$ cat src/rtl/r2lab_cbrt.sv
module r2lab_cbrt #(
    parameter int FB = 16
) (
    input  logic        i_clk,
    input  logic        i_en,
    input  logic [FB:0] i_v,
    output logic [FB+1:0] o_root
);
    // Digit-by-digit cube root of i_v * 2^(2*FB), one root bit per stage.
    localparam int S   = FB + 2;
    localparam int NB  = 3 * S;
    localparam int RW  = 2 * S + 6;
    localparam int Y2W = 2 * S;

    logic [NB-1:0]  a_num [S];
    logic [RW-1:0]  a_rem [S];
    logic [S-1:0]   a_y   [S];
    logic [Y2W-1:0] a_y2  [S];
    logic [RW-1:0]  n_rem [S];
    logic [S-1:0]   n_y   [S];
    logic [Y2W-1:0] n_y2  [S];
    logic [NB-1:0]  r_num [S];
    logic [RW-1:0]  r_rem [S];
    logic [S-1:0]   r_y   [S];
    logic [Y2W-1:0] r_y2  [S];

    for (genvar k = 0; k < S; k++) begin : g_stage
        logic [RW-1:0] w_sh;
        logic [RW-1:0] w_trial;
        if (k == 0) begin : g_first
            assign a_num[k] = NB'(i_v) << (2 * FB);
            assign a_rem[k] = '0;
            assign a_y[k]   = '0;
            assign a_y2[k]  = '0;
        end else begin : g_next
            assign a_num[k] = r_num[k-1];
            assign a_rem[k] = r_rem[k-1];
            assign a_y[k]   = r_y[k-1];
            assign a_y2[k]  = r_y2[k-1];
        end
        assign w_sh    = {a_rem[k][RW-4:0], a_num[k][NB-1-3*k -: 3]};
        // Cost of appending a one bit: 12*y^2 + 6*y + 1.
        assign w_trial = (RW'(a_y2[k]) << 3) + (RW'(a_y2[k]) << 2)
                       + (RW'(a_y[k]) << 2) + (RW'(a_y[k]) << 1) + RW'(1);
        always_comb begin
            if (w_sh >= w_trial) begin
                n_rem[k] = w_sh - w_trial;
                n_y[k]   = {a_y[k][S-2:0], 1'b1};
                n_y2[k]  = (a_y2[k] << 2) + (Y2W'(a_y[k]) << 2) + Y2W'(1);
            end else begin
                n_rem[k] = w_sh;
                n_y[k]   = {a_y[k][S-2:0], 1'b0};
                n_y2[k]  = a_y2[k] << 2;
            end
        end
        always_ff @(posedge i_clk) begin
            if (i_en) begin
                r_num[k] <= a_num[k];
                r_rem[k] <= n_rem[k];
                r_y[k]   <= n_y[k];
                r_y2[k]  <= n_y2[k];
            end
        end
    end

    assign o_root = r_y[S-1];

endmodule

$ cat config.mk
export PLATFORM = sky130hd
export DESIGN_NAME = r2lab_cbrt
export DESIGN_NICKNAME = d
export VERILOG_FILES = /design/src/rtl/r2lab_cbrt.sv
export SDC_FILE = /design/constraint.sdc
export NUM_CORES = 2
export LEC_CHECK = 0
export ABC_CLOCK_PERIOD_IN_PS = 8650
export BUFFER_PORTS_ARGS = -buffer_cell sky130_fd_sc_hd__buf_2
export CORE_ASPECT_RATIO = 0.8
export CORE_MARGIN = 3
export CORE_UTILIZATION = 50
export DETAILED_ROUTE_END_ITERATION = 10
export PLACE_DENSITY = 0.7
export RECOVER_POWER = 100
export REMOVE_ABC_BUFFERS = 1
export SLEW_MARGIN = 20
export SYNTH_ARGS = -nofsm -noshare
export SYNTH_HDL_FRONTEND = slang
export SYNTH_SLANG_ARGS = --single-unit
$ cat constraint.sdc
create_clock -name i_clk -period 8.65 [get_ports i_clk]
set_clock_uncertainty 0.05 [all_clocks]
set_input_delay 2.595 -clock i_clk [delete_from_list [all_inputs] [get_ports i_clk]]
set_output_delay 2.595 -clock i_clk [all_outputs]
set_load 0.01 [all_outputs]
After elaboration in Yosys (flattened, before gate mapping):

Memories as Yosys holds them, arrays and structs flattened.
Index checks and enable logic that the tools add are counted.

* add/sub/neg operators: 119
* $lt $le $gt $ge: 17
* muxes and demuxes: 53

Operator list (count)
* adder 41 x 19 -> 42 bit: 17
* adder 42 x 1 -> 42 bit (second input constant): 17
* >= comparator 42 bit: 17
* 2-to-1 mux 42 bit: 17
* subtractor 42 bit: 17
* adder 40 x 20 -> 41 bit: 17
* adder 39 x 38 -> 40 bit: 17
* adder 36 x 1 -> 36 bit (second input constant): 17
* adder 36 x 20 -> 36 bit: 17
* 2-to-1 mux 36 bit: 17
* 2-to-1 mux 1 bit: 19

* flip-flop bits (word level): 0
* memory bits (writable): 2700
* input port bits: 19
* output and inout port bits: 18
* word-level logic and storage cells: 193
* memories: 4

Memory list
* r_num: depth 18, bits a word 54, rd ports 17, clocked after memory_dff 0, wr ports 18, RTL line 22 `logic [NB-1:0] r_num [S];`
* r_rem: depth 18, bits a word 42, rd ports 17, clocked after memory_dff 0, wr ports 18, RTL line 23 `logic [RW-1:0] r_rem [S];`
* r_y2: depth 18, bits a word 36, rd ports 17, clocked after memory_dff 0, wr ports 18, RTL line 25 `logic [Y2W-1:0] r_y2 [S];`
* r_y: depth 18, bits a word 18, rd ports 18, clocked after memory_dff 0, wr ports 18, RTL line 24 `logic [S-1:0] r_y [S];`

Longest topological paths before layout:

An unclocked memory read counts as a cell.

* word-level depth: 7
* mapped depth: 32
* mapped depth without buffers: 31

Least setup slack after synthesis:

OpenSTA, ideal clock, no wires.

* kind: register to register
* from: memory r_y[12][5] (netlist bit)
* to: memory r_y2[13][32] (netlist bit) (data pin)
* library setup time: 0.259 ns
* arrival: 6.641 ns
* data required time: 8.341 ns
* slack: 1.700 ns
* cell stages (with the launch flop): 30
* path buffers: 1
* period minus slack after synthesis: 6.950 ns
* cells stage by stage: edfxtp_1 -> inv_1 -> fa_1 -> fa_1 -> inv_1 -> ha_1 -> nor2b_1 -> o21ai_0 -> a41oi_1 -> a2111oi_0 -> o21ai_0 -> a31oi_1 -> o21bai_1 -> a21oi_1 -> o21bai_1 -> a221o_1 -> xnor2_1 -> ha_1 -> and3_1 -> a221oi_1 -> o221a_2 -> o21ai_0 -> a21oi_1 -> nand2_1 -> o21ai_1 -> inv_1 -> and3_1 -> buf_2 -> and3_1 -> xor2_1

RTL lines (RTL line)
* from (decl): 24
* to (decl): 25

==> flow_summary_export.csv <==
group,metric,value,unit
status,status,"finished with violations",
status,violations,"capacitance limit, slew limit",
hold_path,hold_class,"flip-flop to flip-flop",
global_route,gr-usage-all-layers,22.7,%
yosys,synth_top_area_share,35.9,%
detailed_routing,wl_per_cell,18.4,um
timing,setup_violations,0,
setup_path,crit_type,"flip-flop to flip-flop",
yosys,ys_types,93,
die,dieWidth,489,um
yosys,synth_seq_cells,1115,
yosys,synth_top_cell_by_area,"edfxtp_1",
yosys,syn_area_per_cell,10.1,um2
timing,slew_headroom,-240,%
timing,period_minus_slack,8.07,ns
yosys,synthCells,9273,
detailed_routing,vias,68360,
die,die_h,392,um
run,max_cap_viol_count,5,
die,num_io_pins,37,
global_route,grt_max_degree,163,
clocking,insertion_delay,0.78,ns
clocking,cts_setup_buffers,0,
cells_and_area,final_nets,10961,
yosys,synth_commonest_cells,"ha_1 (1,347), edfxtp_1 (1,115), nand2_1 (759), a21oi_1 (741), inv_1 (735)",
yosys,synth-async-reset-ratio,0,%
timing,fin_ws,0.577,ns
yosys,syn_area,93200,um2
timing,worst_pin_slew,5.09,ns
global_route,grt_antenna_before_repair,0,
clocking,clk_path_buf_depth,3,
placed_design,place_hpwl,176000,um
clocking,cts_resized,0,
setup_path,crit_arrival,8.49,ns
timing,rsz0062_at_grt,"no",
timing,period_share,93.3,%
die,rows,141,
yosys,synth-edff-count,1115,
timing,fin_setup_tns,0,ns
setup_path,critPathLaunchType,"flip-flop",
setup_path,ff2ff_setup_slack,0.58,ns
die,start_util,50.4,%
setup_path,cp.required,9.07,ns
timing,drv_slew,220,
detailed_routing,drt-pass1-iter-count,6,
clocking,cts.clk_slew.worst_paths,0.07,ns
detailed_routing,route.detailed.drc,0,
setup_path,worstPathMaxFanout,38,
timing,hold_viol,0,
clocking,cts_tree,"built",
clocking,cts_buffers,121,
cells_and_area,layout-drive-gt1-share,3.59,%
clocking,clock-root-buffer,"clkbuf_16",
die,die_area,192000,um2
yosys,synth_area_leaders,"edfxtp_1 (36%), ha_1 (18%), xnor2_1 (5.3%)",
global_route,grt-ovfl-total,0,
placed_design,dpl_worst_slack,0.698,ns
detailed_routing,drt_iter0_drc,5023,
timing,max_freq,124,MHz
die,coreArea,185000,um2
yosys,ys_warn_count,0,
placed_design,gp_congestion,0.918,
clocking,postCtsHoldBufs,0,
clocking,htree_levels,3,
global_route,grt_pass1_vias,68128,
placed_design,io_buffers,35,
clocking,clock_sinks,1115,
yosys,synth_most_common_cell,"ha_1",
detailed_routing,viasPerCell,5.75,
yosys,ys.flop_type,"edfxtp_1",
setup_path,endpoint_kind,"flip-flop",
yosys,yosysSeqAreaShare,35.9,%
cells_and_area,area_growth,7.70,%
detailed_routing,antenna_left,0,
detailed_routing,drt-total-wl,219000,um
global_route,grt_pass1_wl,354000,um
==> layer usage <==
metal | vias up | share of wire, % | track usage (%)
met2 | 1695 | 46 | 37.8
met1 | 32494 | 46 | 31.2
met3 | 355 | 4.6 | 2.50
met4 | 0 | 3.2 | 7.02
li1 | 33816 | - | -
met5 | - | 0 | 0
==> placed cells by master (no fill, tap or decap), drive strengths merged, types with 94 or more instances in the layout <==
cell	count
a21o	360
o21bai	101
nand4	98
inv	750
xnor2	562
nand2	759
clkbuf	188
fa	241
xor2	429
nand3	171
nor2b	115
a21oi	741
nand2b	138
nor2	540
nor3	143
edfxtp	1115
o21a	94
ha	1347
o21ai	573
==> logic make-up (layout without fill, tap and decap cells) <==
group                    Yosys count  count (layout)  share of synthesized area (%)
buffers and inverters            881            1065                           3.58
other                              1               3                        0.00402
AND/OR/NAND/NOR                 2347            2347                           12.1
flip-flops                      1115            1115                           35.9
XOR/XNOR                         991             991                           9.31
multiplexers                      33              33                          0.392
adder cells (fa/ha/maj)         1588            1588                           23.3
AO/OA/AOI/OAI                   2317            2317                           15.4
==> final timing paths <==
kind | from | end | cells after the start
max reg2reg | r_num[4][48] | r_rem[5][32] | 25
min | r_num[2][36] | r_num[3][36] | 0
max | r_num[4][48] | r_rem[5][32] | 25
min reg2reg | r_num[2][36] | r_num[3][36] | 0
==> layout make-up <==
type | instances | area [um2]
fill | 15976 | 84500
multi-input combinational | 7278 | 56400
sequential | 1115 | 33500
clock buffer | 130 | 3080
tap | 2431 | 3040
inverter | 740 | 2780
clock inverter | 97 | 1030
timing repair buffer | 98 | 611
antenna | 1 | 2.50
==> worst max-delay path, stage by stage, from the launching register on <==
cell      delay (ns)
edfxtp_1        0.50
fa_1            0.58
ha_1            0.32
a21o_1          0.18
a21oi_1         0.25
nor2b_1         0.09
nor2_1          0.12
nor2_1          0.06
o21ai_0         0.21
nand2b_1        0.09
a21oi_1         0.27
o21bai_1        0.12
a21oi_1         0.19
xor2_1          0.13
ha_1            0.39
nand2_1         0.08
nor2_1          0.41
nand4_1         0.33
nor4_1          0.68
or4_1           0.34
nor4_1          0.16
nand2_1         0.12
clkbuf_1        1.33
and2_1          0.45
nand3_1         0.13
xnor2_1         0.16
==> flip-flops by register name, summed over array words and instances (netlist names) <==
name	flops
r_y	148
r_y2	329
r_num	73
r_rem	565
==> per-stage QoR <==
step	hold slack [ns]	util (%)	area, um2	std cells
final	0.363	54.3	100000	11890
after global routing	0.371	54.3	100000	11889
after CTS	0.365	54.5	101000	11889
after detailed placement	0.355	52.2	96600	11662
after global placement	0.351	52.2	96600	11662
after floorplan	0.350	-	92700	9133
Power is not shown: default switching activity piles up to over one toggle a cycle in this logic, so the estimate is an artifact.
