## src/rtl/r2lab_cdiv.sv

```systemverilog
module r2lab_cdiv #(
    parameter int          NW      = 57,
    parameter int          QW      = 17,
    parameter logic [63:0] DIVISOR = 64'd1
) (
    input  logic          i_clk,
    input  logic          i_en,
    input  logic [NW-1:0] i_num,
    output logic [QW-1:0] o_quot
);
    // Floor division by a constant in three stages. A reciprocal multiply on the
    // top bits of the dividend gives an estimate that is low by at most two. The
    // remainder of that estimate is formed in a narrow modular width, and two
    // compares against the divisor supply the missing count.
    localparam int DW = $clog2(DIVISOR + 64'd1);
    localparam int SH = DW - 1;
    localparam int HW = NW - SH;
    localparam int PW = 2 * HW + 1;
    localparam int EW = DW + 2;
    localparam logic [127:0]  RECIP = (128'd1 << NW) / 128'(DIVISOR);
    localparam logic [EW-1:0] D1    = EW'(DIVISOR);
    localparam logic [EW-1:0] D2    = EW'(DIVISOR << 1);

    logic [PW-1:0] w_prod;
    logic [EW-1:0] w_rem;
    logic [1:0]    w_fix;
    logic [QW-1:0] r_qe;
    logic [EW-1:0] r_nlo;
    logic [QW-1:0] r_qe2;
    logic [EW-1:0] r_rem;
    logic [QW-1:0] r_quot;

    assign w_prod = PW'(i_num[NW-1:SH]) * PW'(RECIP[HW:0]);
    assign w_rem  = r_nlo - EW'(r_qe) * D1;
    assign w_fix  = {1'b0, r_rem >= D1} + {1'b0, r_rem >= D2};

    always_ff @(posedge i_clk) begin
        if (i_en) begin
            r_qe   <= QW'(w_prod >> HW);
            r_nlo  <= i_num[EW-1:0];
            r_qe2  <= r_qe;
            r_rem  <= w_rem;
            r_quot <= r_qe2 + QW'(w_fix);
        end
    end

    assign o_quot = r_quot;

endmodule

```

## config.mk

```make
export PLATFORM = sky130hd
export DESIGN_NAME = r2lab_cdiv
export DESIGN_NICKNAME = d
export VERILOG_FILES = /design/src/rtl/r2lab_cdiv.sv
export SDC_FILE = /design/constraint.sdc
export NUM_CORES = 1
export LEC_CHECK = 0
export ABC_AREA = 1
export BUFFER_PORTS_ARGS = -buffer_cell sky130_fd_sc_hd__buf_2
export CORE_UTILIZATION = 43
export DETAILED_ROUTE_END_ITERATION = 10
export PLACE_DENSITY = 0.74
export SYNTH_ARGS = -nofsm -noshare
export SYNTH_HDL_FRONTEND = slang
export SYNTH_SLANG_ARGS = --single-unit
```

## constraint.sdc

```tcl
create_clock -name i_clk -period 1.1 [get_ports i_clk]
set_clock_uncertainty 0.15 [all_clocks]
set_input_delay 0.165 -clock i_clk [delete_from_list [all_inputs] [get_ports i_clk]]
set_output_delay 0.165 -clock i_clk [all_outputs]
set_load 0.005 [all_outputs]
```

# Word-level counts from Yosys, hierarchy flattened
# Cells that the tools add are included.
dict set report classes {
  n_addsub 3
  magnitude_cmp 2
}
# op n
set op_table {}
lappend op_table {{adder 17 x 2 -> 17 bit} 1}
lappend op_table {{>= comparator 3 x 1 -> 1 bit, second input constant} 1}
lappend op_table {{>= comparator 3 x 2 -> 1 bit, second input constant} 1}
lappend op_table {{subtractor 3 bit} 1}
lappend op_table {{adder 1 x 1 -> 2 bit} 1}
dict set report word_totals {
  in_bits 59
  register_bits 57
  word_cells 10
}

# Depth between registers and ports, before layout
# Gate-level depths: netlist of run 1.
dict set report depth {
  ltp_word 3
  mapped_depth 11
  ltp_nobuf 11
}

# Worst setup path after synthesis of run 1
# No wires, ideal clock.
dict set report synth_path {
  path_kind {register -> register}
  from {register r_qe2[0]}
  to {register r_quot[0] (netlist: o_quot[0]) (data pin)}
  setup_time_ps 129
  t_arrival_ps 849
  synth_period_minus_slack_ps 1128
  path_stages_with_launch 4
  slack_ps -28
  cell_sequence {edfxtp_1 > inv_1 > fa_1 > inv_1}
}
dict set report synth_between {
  elab_chain_cells 1
}
# element line
set synth_rtl {}
lappend synth_rtl {{from (decl)} 29} ;# logic [QW-1:0] r_qe2;
lappend synth_rtl {{from (signal assigned)} 41} ;# r_qe2 <= r_qe;
lappend synth_rtl {{adder 17 x 2 -> 17 bit} 43} ;# r_quot <= r_qe2 + QW'(w_fix);
lappend synth_rtl {{to (signal assigned)} 43}
lappend synth_rtl {{to (decl)} 31} ;# logic [QW-1:0] r_quot;
# Every way passes these cells.
# A chain may end at the register's enable or synchronous reset.

# Final worst setup path of run 1
# Ends and elaborated chain as after synthesis.

==> results of run 1 <==
==> report_power, final <==
| part | switching [W] | internal [W] | leakage (nW) |
|---|---|---|---|
| Combinational | 0.000147 | 0.000164 | 0.511 |
| Sequential | 0.0000518 | 0.00231 | 0.499 |
| Clock | 0.000579 | 0.000457 | 0.0418 |
==> synthesized netlist by cell type (2+ instances only) <==
| cell | number |
|---|---|
| nand3b_1 | 2 |
| o21ai_1 | 3 |
| nor2_2 | 3 |
| xnor2_1 | 4 |
| nand2_2 | 4 |
| o21ai_0 | 2 |
| nor2_4 | 2 |
| nand2_1 | 32 |
| nand3_1 | 3 |
| inv_1 | 13 |
| xor2_1 | 3 |
| nor2_1 | 11 |
| edfxtp_1 | 51 |
==> metrics by stage <==
stage / cell area, µm² / setup TNS [ns]
finish: 2560 / -0.111
global route: 2560 / -0.879
CTS: 2560 / -0.366
detailed placement: 2290 / -0.0594
global placement: 2290 / -0.0371
floorplan: 1980 / -10.03
==> sequential cells by signal, indices dropped and copies added (netlist names) <==
| signal | cells |
|---|---|
| o_quot | 17 |
| r_qe2 | 17 |
| r_qe | 17 |
==> logic make-up after synthesis <==
logic type / share of synthesized area
DFF: 0.774
other: 0.00190
adders and majority gates: 0.0164
xor gates and xnor gates: 0.0310
AOI/OAI and AO/OA: 0.0126
and+or+nand+nor: 0.139
buffers and inverters: 0.0247
==> per-layer routing <==
layer	global-route usage	wire [µm]
met1	0.136	1100
met3	0.0465	125
met2	0.216	1420
met5	0	0
met4	0.0467	19
==> timing repair <==
action,CTS,global route
hold buffers,17,0
setup buffers,1,0
gates resized for setup,1,0
endpoints found under the setup margin,19,19
pin swaps,1,1
endpoints found under the hold margin,17,0
==> worst register-to-register path: stages (launching register included) <==
cell      delay [ns]
edfxtp_1        0.35
inv_2           0.04
fa_1            0.42
inv_1           0.06
==> cell type report <==
class / instances / area, µm²
Clock buffer: 6 / 72.6
Clock inverter: 2 / 16.3
Fill cell: 357 / 1820
Inverter: 13 / 48.8
Multi-Input combinational cell: 75 / 402
Sequential cell: 51 / 1530
Tap cell: 52 / 65.1
Timing Repair Buffer: 61 / 425
==> path summary, 6_finish.rpt <==
path,endpoint,from,cells past startpoint
max reg2reg,o_quot[0],r_qe2[0],3
min reg2reg,r_qe2[0],r_qe[0],0
max,o_quot[0],r_qe2[0],3
min,o_quot[8],i_en,2
==> flow_summary.json, run 1 <==
{
  "coreArea_um2": 4380,
  "hold_path.class": "in -> reg",
  "grt_first_pass_wirelength_um": 4620,
  "rows": 24,
  "cts_tree": "built",
  "io_pins": 76,
  "cts-root-buf": "clkbuf_8",
  "wl_per_cell_um": 10.2,
  "yosysTopAreaCellShare": 0.774,
  "status": "finished with violations",
  "synth-edff-count": 51,
  "drtIter0Drc": 54,
  "synthToLayoutAreaGrowth_pct": 29.5,
  "cp.arrival_ns": 1.16,
  "grt_usage": 0.123,
  "post-synth-top-area-cell": "edfxtp_1",
  "synth_cell_types": 18,
  "ys_warn_count": 0,
  "grt_max_degree": 38,
  "r2r_slack_ns": -0.04,
  "clk_pin_slew_ns": 0.09,
  "hold_viol": 0,
  "path_class": "reg -> reg",
  "synth_ff_type": "edfxtp_1",
  "clockBufferDepth": 2,
  "final_net_count": 268,
  "finalNonFillerCells": 260,
  "fmax_ghz": 0.879,
  "power_w": 0.00371,
  "dr.pass1.iters": 4,
  "maxSlewViolCount": 0,
  "num_antenna_cells": 0,
  "cp_max_fo": 1,
  "setup_viol_count_final": 9,
  "final_common_cell": "edfxtp_1",
  "clock-sinks": 51,
  "fin_ws_ns": -0.0379,
  "die_x_um": 69.8,
  "die_area_um2": 4880,
  "slowest_delay_ns": 0.42,
  "p_per_area_nw_per_um2": 1450,
  "synth_area_per_cell_um2": 14.3,
  "final_cell_mix": "edfxtp_1, buf_2, nand2_1",
  "h-tree-depth": 2,
  "ys_seq_area_frac": 0.774,
  "gr-total-overflow": 0,
  "cp_slowest_cell": "fa_1",
  "port_buffers": 35,
  "crit_chain": "inv_2, fa_1, inv_1",
  "ant_nets": 0,
  "postSynthCellCount": 138,
  "vias_per_cell": 4.36,
  "fp.dieH_um": 69.8,
  "whs_ns": 0.197,
  "placed_cells": 234,
  "power.leakage_nw": 1.05,
  "fin_crit_sh": 1.03,
  "drt_wl_total_um": 2660,
  "cpLargestDelayFamily": "adder cells",
  "initial_utilization": 0.451,
  "gp_congestion": 0.789,
  "clk_latency_ns": 0.29,
  "antenna_found_initial": 0,
  "pre_cts_ws_ns": -0.0594,
  "critPathRequiredTime_ns": 1.12,
  "ir_drop_mv": 0.948,
  "async_flop_share": 0,
  "syn-cell-area_um2": 1980,
  "hpwl_um": 1780,
  "cts_buffers": 5,
  "period_needed_ns": 1.14,
  "layout-drive-gt1-share": 0.298,
  "rsz0062_at_grt": "yes",
  "maxCapViolations": 0,
  "drc": 0,
  "ys_ff_latch": 51,
  "first_global_vias": 1129,
  "violations": "negative setup slack",
  "crit_buf_inv": 2,
  "netlist_top_cells_area": "edfxtp_1, nand2_1, inv_1",
  "endpoint_kind": "register",
  "vias": 1134,
  "critPathLaunchType": "register",
  "final_util": 0.584
}
(Power assumes the default switching activity.)
==> run 2, diff against run 1 <==
PLACE_DENSITY = 0.75   (was 0.74)
SETUP_SLACK_MARGIN = 0.05   (was unset)
SLEW_MARGIN = 20   (was unset)
==> flow_summary.json, run 2 (same netlist as run 1, synthesis figures left out) <==
{
  "fin_crit_sh": 1.03,
  "crit_end": "o_quot[8]",
  "layout-drive-gt1-share": 0.304,
  "drc": 0,
  "initial_utilization": 0.451,
  "regToRegStartpoint": "r_qe2[0]",
  "io_pins": 76,
  "p_int_w": 0.00314,
  "final_cell_mix": "edfxtp_1, buf_2, nand2_1",
  "reg2reg_depth": 3,
  "critPathLaunchType": "register",
  "placed_cells": 233,
  "clockPowerShare": 0.316,
  "cts_buffers": 5,
  "first_global_vias": 1118,
  "grt_max_degree": 30,
  "slowest_delay_ns": 0.38,
  "critPathRequiredTime_ns": 0.78,
  "fmax_ghz": 0.884,
  "drt_wl_total_um": 2750,
  "power.leakage_nw": 1.06,
  "cp.arrival_ns": 0.82,
  "final_net_count": 268,
  "die_area_um2": 4880,
  "p_per_area_nw_per_um2": 1510,
  "synthToLayoutAreaGrowth_pct": 31.1,
  "grt_first_pass_wirelength_um": 4830,
  "antenna_found_initial": 0,
  "status": "finished with violations",
  "whs_ns": 0.171,
  "p_comb_frac": 0.081,
  "rows": 24,
  "cts-root-buf": "clkbuf_8",
  "cts_tree": "built",
  "port_buffers": 35,
  "drtIter0Drc": 30,
  "gr-total-overflow": 0,
  "vias": 1153,
  "rsz0062_at_grt": "yes",
  "endpoint_kind": "output port",
  "p_sw_w": 0.000775,
  "final_util": 0.592,
  "violations": "negative setup slack",
  "gp_congestion": 0.798,
  "grt_usage": 0.131,
  "vias_per_cell": 4.45,
  "hpwl_um": 1850,
  "crit_start": "o_quot[8]",
  "crit_chain": "buf_2",
  "die_x_um": 69.8,
  "power_w": 0.00392,
  "clk_pin_slew_ns": 0.08,
  "rr_endpoint": "o_quot[0]",
  "fin_ws_ns": -0.0309,
  "wl_per_cell_um": 10.6,
  "cp_max_fo": 1,
  "r2r_slack_ns": -0.02,
  "coreArea_um2": 4380,
  "cp.depth": 1,
  "cp_slowest_cell": "edfxtp_1",
  "num_antenna_cells": 0,
  "power_switching_share": 0.198,
  "num-fill-cells": 333,
  "clockBufferDepth": 2,
  "ir_drop_mv": 0.917,
  "finalNonFillerCells": 259,
  "pwr-share-seq": 0.603,
  "path_class": "reg -> out",
  "maxCapViolations": 0,
  "clock-sinks": 51,
  "dr.pass1.iters": 4,
  "final_common_cell": "edfxtp_1",
  "setup_viol_count_final": 14,
  "ant_nets": 0,
  "multi_input_area_um2": 404,
  "crit_buf_inv": 1,
  "maxSlewViolCount": 0,
  "period_needed_ns": 1.13,
  "clk_latency_ns": 0.30,
  "fp.dieH_um": 69.8,
  "hold_path.class": "in -> reg",
  "hold_viol": 0,
  "seqCellArea_um2": 1530,
  "h-tree-depth": 2,
  "cpLargestDelayFamily": "flip-flops"
}
==> run 2: cell types whose count changed in the layout (fill, tap and decap cells not counted) <==
cell | previous run | this run
fa_2 | 0 | 1
buf_12 | 1 | 2
clkbuf_1 | 1 | 0
bufinv_16 | 0 | 1
fa_1 | 1 | 0
inv_6 | 1 | 0
buf_4 | 8 | 7
==> run 2: area by class of cell <==
class	count	share of cell area
Clock inverter	2	0.0145
Multi-Input combinational cell	75	0.156
Timing Repair Buffer	61	0.169
Clock buffer	5	0.0265
Sequential cell	51	0.590
Tap cell	52	0.0251
Inverter	13	0.0188
==> run 2: worst register-to-register path: stages (launching register included) <==
cell and delay (ns):
edfxtp_1 0.36, inv_2 0.04, fa_2 0.39, inv_1 0.06
==> run 2: how the worst min path moves through the flow <==
| stage | startpoint | end | depth (start not counted) |
|---|---|---|---|
| 6_report | i_en | o_quot[9] | 2 |
| 5_1_grt | i_en | r_qe[16] | 2 |
| 4_1_cts | i_en | o_quot[8] | 2 |
| 3_5_place_dp | i_num[12] | r_qe[12] | 1 |
| 3_3_place_gp | i_num[16] | r_qe[16] | 1 |
| 2_1_floorplan | i_num[0] | r_qe[0] | 0 |
==> run 2: routing by layer <==
metal / routed length, µm / global-route usage / part of all wire / up-vias
li1: - / - / - / 601
met1: 1170 / 0.156 / 0.42 / 517
met2: 1400 / 0.214 / 0.51 / 29
met3: 115 / 0.0407 / 0.042 / 6
met4: 64 / 0.0667 / 0.023 / 0
met5: 0 / 0 / 0 / -
==> run 2: what timing repair did <==
item,in CTS,in global routing
hold endpoints to repair,17,0
setup buffers,0,2
pin swaps,2,0
hold buffers,17,0
setup endpoints to repair,19,20
gates resized for setup,1,0
==> run 2: power by group through the flow <==
stage	Combinational (W)	Clock [W]	Sequential, W
floorplan	0.0000970	0	0.00241
global placement	0.000257	0	0.00240
detailed placement	0.000266	0	0.00241
CTS	0.000312	0.00127	0.00236
global route	0.000356	0.00135	0.00237
finish	0.000318	0.00124	0.00236
==> run 2: stage by stage <==
| step | instance area [µm²] | worst slack (ns) | TNS [ns] |
|---|---|---|---|
| 3_3_place_gp | 2300 | -0.0254 | -0.0254 |
| 6_report | 2590 | -0.0309 | -0.158 |
| 4_1_cts | 2580 | -0.0520 | -0.427 |
| 3_5_place_dp | 2300 | -0.0606 | -0.0606 |
| 2_1_floorplan | 1980 | -0.766 | -8.94 |
| 5_1_grt | 2590 | -0.0665 | -0.837 |
==> run 3, diff against run 2 <==
MAX_ROUTING_LAYER = met4   (was unset)
==> flow_summary.json, run 3 (same netlist as run 1, synthesis figures left out) <==
{
  "clock-sinks": 51,
  "final_common_cell": "edfxtp_1",
  "pre_cts_ws_ns": -0.0606,
  "crit_start": "o_quot[8]",
  "power.leakage_nw": 1.06,
  "finalNonFillerCells": 259,
  "gp_congestion": 0.809,
  "hold_viol": 0,
  "grt_max_degree": 30,
  "grt_usage": 0.135,
  "antenna_found_initial": 0,
  "clk_latency_ns": 0.30,
  "violations": "negative setup slack",
  "cp_slowest_cell": "edfxtp_1",
  "ant_nets": 0,
  "clockBufferDepth": 2,
  "die_area_um2": 4880,
  "drt_wl_total_um": 2750,
  "num-fill-cells": 333,
  "fp.dieH_um": 69.8,
  "dr_wl_met3_um": 116,
  "wl_per_cell_um": 10.6,
  "vias_per_cell": 4.46,
  "fmax_ghz": 0.884,
  "rows": 24,
  "cts_buffers": 5,
  "vias": 1155,
  "h-tree-depth": 2,
  "multi_input_area_um2": 404,
  "period_needed_ns": 1.13,
  "routed.top_layer": "met4",
  "drc": 0,
  "setup_viol_count_final": 14,
  "synthToLayoutAreaGrowth_pct": 31.1,
  "coreArea_um2": 4380,
  "layout-drive-gt1-share": 0.304,
  "p_per_area_nw_per_um2": 1510,
  "die_x_um": 69.8,
  "cp.arrival_ns": 0.82,
  "final_net_count": 268,
  "ir_drop_mv": 0.917,
  "maxCapViolations": 0,
  "critPathRequiredTime_ns": 0.78,
  "clk_pin_slew_ns": 0.08,
  "dr.pass1.iters": 4,
  "cp_max_fo": 1,
  "critPathLaunchType": "register",
  "num_antenna_cells": 0,
  "endpoint_kind": "output port",
  "port_buffers": 35,
  "placed_cells": 233,
  "io_pins": 76,
  "hold_start": "i_en",
  "place_area_um2": 2300,
  "routed-wl-met2_um": 1400,
  "seqCellArea_um2": 1530,
  "final_util": 0.592,
  "slowest_delay_ns": 0.38,
  "hold_path.class": "in -> reg",
  "fin_ws_ns": -0.0307,
  "cts-root-buf": "clkbuf_8",
  "hpwl_um": 1850,
  "cpLargestDelayFamily": "flip-flops",
  "initial_utilization": 0.451,
  "first_global_vias": 1118,
  "final_cell_mix": "edfxtp_1, buf_2, nand2_1",
  "grt_first_pass_wirelength_um": 4830,
  "gr-total-overflow": 0,
  "drtIter0Drc": 31,
  "fin_area_um2": 2590,
  "rsz0062_at_grt": "yes",
  "status": "finished with violations",
  "setup_tns_ns": -0.156,
  "maxSlewViolCount": 0,
  "cts_tree": "built",
  "crit_buf_inv": 1,
  "wl_met1_um": 1170,
  "crit_chain": "buf_2",
  "fin_crit_sh": 1.03,
  "regToRegStartpoint": "r_qe2[0]",
  "path_class": "reg -> out"
}
[run 3: cell counts in the layout (fill, tap and decap cells not counted)]
No cell type changed its count.
[run 3: worst paths after layout]
check	endpoint	slack, ns	depth (start not counted)
worst max-delay path	o_quot[8]	-0.03	1
worst min-delay path	o_quot[9]	0.17	2
worst max register to register	o_quot[0]	-0.02	3
worst min register to register	r_qe2[15]	0.27	0
[run 3: routing by layer]
| layer | track usage | vias to the layer above |
|---|---|---|
| li1 | - | 601 |
| met1 | 0.156 | 517 |
| met2 | 0.214 | 29 |
| met3 | 0.0407 | 8 |
| met4 | 0.0667 | 0 |
| met5 | - | - |
[run 3: what timing repair did]
action,CTS,global route
gates resized for setup,1,0
hold endpoints to repair,17,0
endpoints found under the setup margin,19,20
pin swaps,2,0
hold buffers,17,0
setup buffers,0,2
[run 3: report_power, final]
group / leakage, nW / switching [W] / total (W) / internal, W
logic: 0.514 / 0.000148 / 0.000318 / 0.000169
clock network: 0.0502 / 0.000574 / 0.00124 / 0.000664
registers: 0.499 / 0.0000524 / 0.00236 / 0.00231
total: 1.06 / 0.000775 / 0.00392 / 0.00314
[run 3: worst register-to-register path, stage by stage (launching register included)]
cell and delay (ns):
edfxtp_1 0.36, inv_2 0.04, fa_2 0.39, inv_1 0.06
[run 3: layout make-up]
| cell class | count | share of cell area |
|---|---|---|
| multi-input cells | 75 | 0.156 |
| inverters | 13 | 0.0188 |
| repair buffers | 61 | 0.169 |
| clock buffers | 5 | 0.0265 |
| flip-flops and latches | 51 | 0.590 |
| well taps | 52 | 0.0251 |
| clock inverters | 2 | 0.0145 |
[run 3: per-stage QoR]
step           total power [W]  hold WS, ns
3_3_place_gp           0.00266        0.191
3_5_place_dp           0.00267        0.193
2_1_floorplan          0.00251        0.114
4_1_cts                0.00395        0.169
6_report               0.00392        0.171
5_1_grt                0.00408        0.172
